## src/sv/efm_pkg.sv

```systemverilog
`default_nettype none
package efm_pkg;

    // chunk width of the partial-product multipliers
    localparam int CHUNK_W  = 32;
    localparam int ENERGY_W = 24;
    localparam int MASS_W   = 23;
    localparam int QUOT_W   = 24;
    // divider: sign stage, range stage, one stage per quotient bit
    localparam int DIV_LAT  = QUOT_W + 2;

    localparam logic [MASS_W-1:0] MASS_RESET = 23'd125000;

    typedef enum logic [1:0] {
        ST_OK     = 2'd0,
        ST_NOROOT = 2'd1,
        ST_NEG    = 2'd2,
        ST_OVF    = 2'd3
    } status_t;

    // control word handed to the divider
    typedef struct packed {
        logic    go;
        status_t pre;
    } div_ctl_t;

    function automatic int max2(int x, int y);
        return (x > y) ? x : y;
    endfunction

    // latency of efm_mul: operand register, one stage per chunk pair, sign stage
    function automatic int mul_lat(int wa, int wb);
        return ((wa + CHUNK_W - 1) >> 5) * ((wb + CHUNK_W - 1) >> 5) + 2;
    endfunction

endpackage
`default_nettype wire

```

## src/sv/efm_mul.sv

```systemverilog
`default_nettype none
module efm_mul #(
    parameter int WA  = 24,
    parameter int WB  = 24,
    parameter int LAT = 3
) (
    input  wire logic                  aclk,
    input  wire logic                  en,
    input  wire logic signed [WA-1:0]  a,
    input  wire logic signed [WB-1:0]  b,
    output logic signed [WA+WB-1:0]    p
);
    import efm_pkg::*;

    localparam int NA  = (WA + CHUNK_W - 1) / CHUNK_W;
    localparam int NB  = (WB + CHUNK_W - 1) / CHUNK_W;
    localparam int MA  = NA * CHUNK_W;
    localparam int MBW = NB * CHUNK_W;
    localparam int NP  = MA + MBW;
    localparam int NS  = NA * NB;
    localparam int WP  = WA + WB;
    localparam int PAD = LAT - NS - 2;

    logic [WA-1:0]  a_mag;
    logic [WB-1:0]  b_mag;
    logic [MA-1:0]  am_reg  [0:NS-1];
    logic [MBW-1:0] bm_reg  [0:NS-1];
    logic [NP-1:0]  acc_reg [0:NS];
    logic           sg_reg  [0:NS];
    logic [NP-1:0]  res_full;
    logic [WP-1:0]  out_reg [0:PAD];

    // magnitudes; sign is carried beside them
    assign a_mag = a[WA-1] ? $unsigned(-a) : $unsigned(a);
    assign b_mag = b[WB-1] ? $unsigned(-b) : $unsigned(b);

    always_ff @(posedge aclk) begin
        if (en) begin
            am_reg[0]  <= MA'(a_mag);
            bm_reg[0]  <= MBW'(b_mag);
            acc_reg[0] <= '0;
            sg_reg[0]  <= a[WA-1] ^ b[WB-1];
        end
    end

    // one 32x32 partial product accumulated per stage
    for (genvar k = 0; k < NS; k++) begin : g_pp
        localparam int IA = k % NA;
        localparam int IB = k / NA;
        logic [2*CHUNK_W-1:0] pp;
        logic [NP-1:0]        pp_sh;

        assign pp    = am_reg[k][IA*CHUNK_W +: CHUNK_W] * bm_reg[k][IB*CHUNK_W +: CHUNK_W];
        assign pp_sh = NP'(pp) << ((IA + IB) * CHUNK_W);

        always_ff @(posedge aclk) begin
            if (en) begin
                acc_reg[k+1] <= acc_reg[k] + pp_sh;
                sg_reg[k+1]  <= sg_reg[k];
            end
        end

        if (k < NS - 1) begin : g_fwd
            always_ff @(posedge aclk) begin
                if (en) begin
                    am_reg[k+1] <= am_reg[k];
                    bm_reg[k+1] <= bm_reg[k];
                end
            end
        end
    end

    // restore sign
    assign res_full = sg_reg[NS] ? (~acc_reg[NS] + NP'(1)) : acc_reg[NS];

    always_ff @(posedge aclk) begin
        if (en) begin
            out_reg[0] <= res_full[WP-1:0];
        end
    end

    // padding so that a whole level shares one latency
    for (genvar k = 0; k < PAD; k++) begin : g_pad
        always_ff @(posedge aclk) begin
            if (en) begin
                out_reg[k+1] <= out_reg[k];
            end
        end
    end

    assign p = $signed(out_reg[PAD]);

endmodule
`default_nettype wire

```

## config.mk

```make
export PLATFORM = sky130hd
export DESIGN_NAME = efm_mul
export DESIGN_NICKNAME = d
export VERILOG_FILES = /design/src/sv/efm_pkg.sv /design/src/sv/efm_mul.sv
export SDC_FILE = /design/constraint.sdc
export NUM_CORES = 2
export LEC_CHECK = 0
export BUFFER_PORTS_ARGS = -buffer_cell sky130_fd_sc_hd__buf_4
export CORE_ASPECT_RATIO = 1.4
export CORE_MARGIN = 2
export CORE_UTILIZATION = 65
export DETAILED_ROUTE_END_ITERATION = 8
export GPL_TIMING_DRIVEN = 0
export PLACE_DENSITY = 0.83
export SYNTH_ARGS = -nofsm -noshare
export SYNTH_HDL_FRONTEND = slang
export SYNTH_SLANG_ARGS = --single-unit
```

## constraint.sdc

```tcl
create_clock -name aclk -period 9.3 [get_ports aclk]
set_input_delay 1.395 -clock aclk [delete_from_list [all_inputs] [get_ports aclk]]
set_output_delay 1.395 -clock aclk [all_outputs]
set_load 0.02 [all_outputs]
```

==> impl_results.md <==
* Worst setup SP type: register
* Post-layout nets at around 3500
* Routed length per instance at 22.2 um
* Hold-critical path depth at 0
* CP endpoint: acc_reg[0][111]
* Fmax at about 110 MHz
* Post-synthesis cell type count at 54
* Clk root buf: clkbuf_16
* Hold Violations, Final at 0
* Share of layout cells above drive strength 1 at about 5.2%
* Worst Path Arrival at 9020 ps
* Most used cell, CP: fa_1
* R2r endpoint: acc_reg[0][111]
* Initial antenna violation count at 3
* Clk pin slew, worst setup/hold paths at 70 ps
* Max Slew Vio Count at 0
* First-pass GRT wire length at around 110000 um
* Final WS setup at 490 ps
* FP Rows at 86
* Clk buf depth at 2
* Drt pass-1 iters at 6
* Synth-to-Final Area Change at 7.62%
* GR Overflow Total at 0
* CP peak stage delay at 750 ps
* Post-CTS Setup Bufs at 0
* Met3 Use GR at 7.12%
* Minimum clock period at 8810 ps
* Commonest non-fill, non-tap cell in the layout: inv_1
* Skew-Pair Late Insertion Delay at approximately 460 ps
* Top_reg_cell synth: edfxtp_1
* RD Place Congestion at 1.04
* Post-synthesis sequential area ratio at 16.8%
* Top Usage Layer GRT: met2
* # Max-Cap Violations at 0
* Hold buffers post-CTS at 0
* Flop2flop setup slack at between 400 and 500 ps
* Met1 Track Usage GR at 43.1%
* Critical path class: reg -> reg
* Period utilization at between 90% and 100%
* Critical Path Source: am_reg[0][8]
* Non-filler cells, final at between 3000 and 4000
* DRC at 0
* Fill cells at ~2900
* Avg Cell Area, Syn at between 9 and 10 um^2
* Cells after Synth at about 2600
* Setup WS pre-CTS at around 740 ps
* HPWL Detailed at 59600 um
* Resize count post-CTS at 0
* Final Skew at 10.8 ps
* Clock Sinks at 146
* CP max-delay cell: clkbuf_1
* DP Cell Count at 3253
* PortBufs at 97
* Peak fanout along the critical path at 10
* I/O pins at 98
* Vias per inst at 5.85
* Number of DRC markers in iteration 0 at 1638
* Least-Margin Pin Slew at 1040 ps
* Setup TNS at 0 ps
* RSZ-0062 raised after global routing: no
* Post-synth ARST share at 0%
* Worst EP required at 9510 ps
* Worst Reg-to-Reg Cells at 28
* Synthesis Warnings at 0
* Worst slew margin at a little under a third
* Synthesized area at ~0.026 mm^2
* H-tree levels at 4
* Final setup fails at 0
* Total CTS buffers at 17
* Total Wirelength at between 70000 and 80000 um
* Core area at 0.0395 mm^2
* Critical path capture point type: register
* CTS tree: done
* Status: completed
* Hold WC Path Type: reg -> reg
* Largest net degree at the start of global routing at 76
* Die area at 0.0417 mm^2
* Synthesized flop and latch total at about 150
* Die height at 241 um
* Starting Density at 66.0%
* Post-route ant nets at 0
* Origin of the critical flop-to-flop path: am_reg[0][8]
* GRT met2 Usage at 62.6%
* Most frequent cells in the layout: inv_1 (508), fa_1 (481), and2_1 (366), nand2_1 (279), ha_1 (234)
* Post-synth EDFFs at between 100 and 150
* Syn_nets at 3392
* Gr usage total at a little over a third
* Vias in the first global route at 20572
* Die width at 173 um
* Routed vias at 19227
==> critical path, delay by kind of cell, from the launching register on <==
kind,cells,cell delay [ps]
adders and majority gates,9,4220
AOI/OAI and AO/OA,6,1870
buffers and inverters,9,1440
DFF,1,470
and+or+nand+nor,3,450
xor gates and xnor gates,1,100
==> cells by family after synthesis <==
logic type                 count (synthesis)  synth area share [%]
buffers and inverters                    633                  9.12
xor gates and xnor gates                 131                  4.40
DFF                                      146                  16.8
adders and majority gates                715                  48.2
muxes                                      1                0.0384
AOI/OAI and AO/OA                        220                  5.49
and+or+nand+nor                          781                  16.0
==> metal layers <==
metal  vias to the layer above  part of all wire, %
li1                       8352                    -
met4                         2                  6.3
met5                         -                0.019
met2                       986                   49
met1                      9634                   36
met3                       253                  8.7
==> Yosys cell counts, types with 2 or more instances <==
cell | count | area, um^2
a211oi_1 | 5 | 37.5
o21ai_0 | 58 | 290
o41ai_1 | 12 | 105
nand3_1 | 12 | 60.1
or3_4 | 4 | 45.0
edfxtp_1 | 146 | 4380
a21oi_1 | 48 | 240
nand4_1 | 14 | 87.6
and2_1 | 366 | 2290
a21boi_0 | 6 | 45.0
or2_1 | 2 | 12.5
xnor2_1 | 111 | 972
a21o_1 | 29 | 218
nand4b_1 | 3 | 26.3
or4_1 | 8 | 60.1
o31ai_1 | 29 | 218
inv_1 | 508 | 1910
or2_2 | 2 | 12.5
clkbuf_1 | 125 | 469
nor2b_1 | 7 | 43.8
nor4b_1 | 3 | 26.3
ha_1 | 234 | 2930
nor3_1 | 11 | 55.1
nand2_1 | 279 | 1050
a211o_1 | 3 | 26.3
and3_1 | 3 | 18.8
o31ai_2 | 2 | 25.0
nand2b_1 | 12 | 75.1
or3_1 | 12 | 75.1
o21bai_1 | 7 | 52.6
or4_4 | 4 | 45.0
o21a_1 | 2 | 15.0
nor4_1 | 3 | 18.8
a221oi_1 | 3 | 26.3
fa_1 | 481 | 9630
xor2_1 | 20 | 175
o21ai_1 | 2 | 10.0
nor2_1 | 31 | 116
a31oi_1 | 5 | 31.3
==> through the flow <==
stage	util (%)	area (um^2)	hold WS, ps
finish	71.0	28000	537
detailed placement	69.6	27500	517
global placement	69.5	27500	504
CTS	71.0	28000	531
global route	71.0	28000	551
floorplan	-	26100	400
==> worst min-delay path by stage <==
stage / from / to / slack (ps)
2_1_floorplan: sg_reg[0][0] / sg_reg[0][1] / 400
3_5_place_dp: acc_reg[0][64] / out_reg[0][0] / 520
3_3_place_gp: acc_reg[0][64] / out_reg[0][0] / 500
5_1_grt: acc_reg[0][64] / out_reg[0][0] / 550
4_1_cts: acc_reg[0][64] / out_reg[0][0] / 530
6_report: acc_reg[0][64] / out_reg[0][0] / 540
==> area by class of cell <==
type | count | area (um^2) | area share (%)
clock buffer | 18 | 429 | 1.53
clock inverter | 14 | 126 | 0.451
buffer | 125 | 469 | 1.67
antenna | 4 | 10.0 | 0.0357
sequential | 146 | 4380 | 15.6
multi-input combinational | 1848 | 19300 | 68.8
tap | 528 | 661 | 2.36
inverter | 508 | 1910 | 6.80
timing repair buffer | 98 | 759 | 2.71
Power is left out: the tool's default activity adds up to more than one toggle a clock period on the data nets, which glitch-free logic cannot reach.
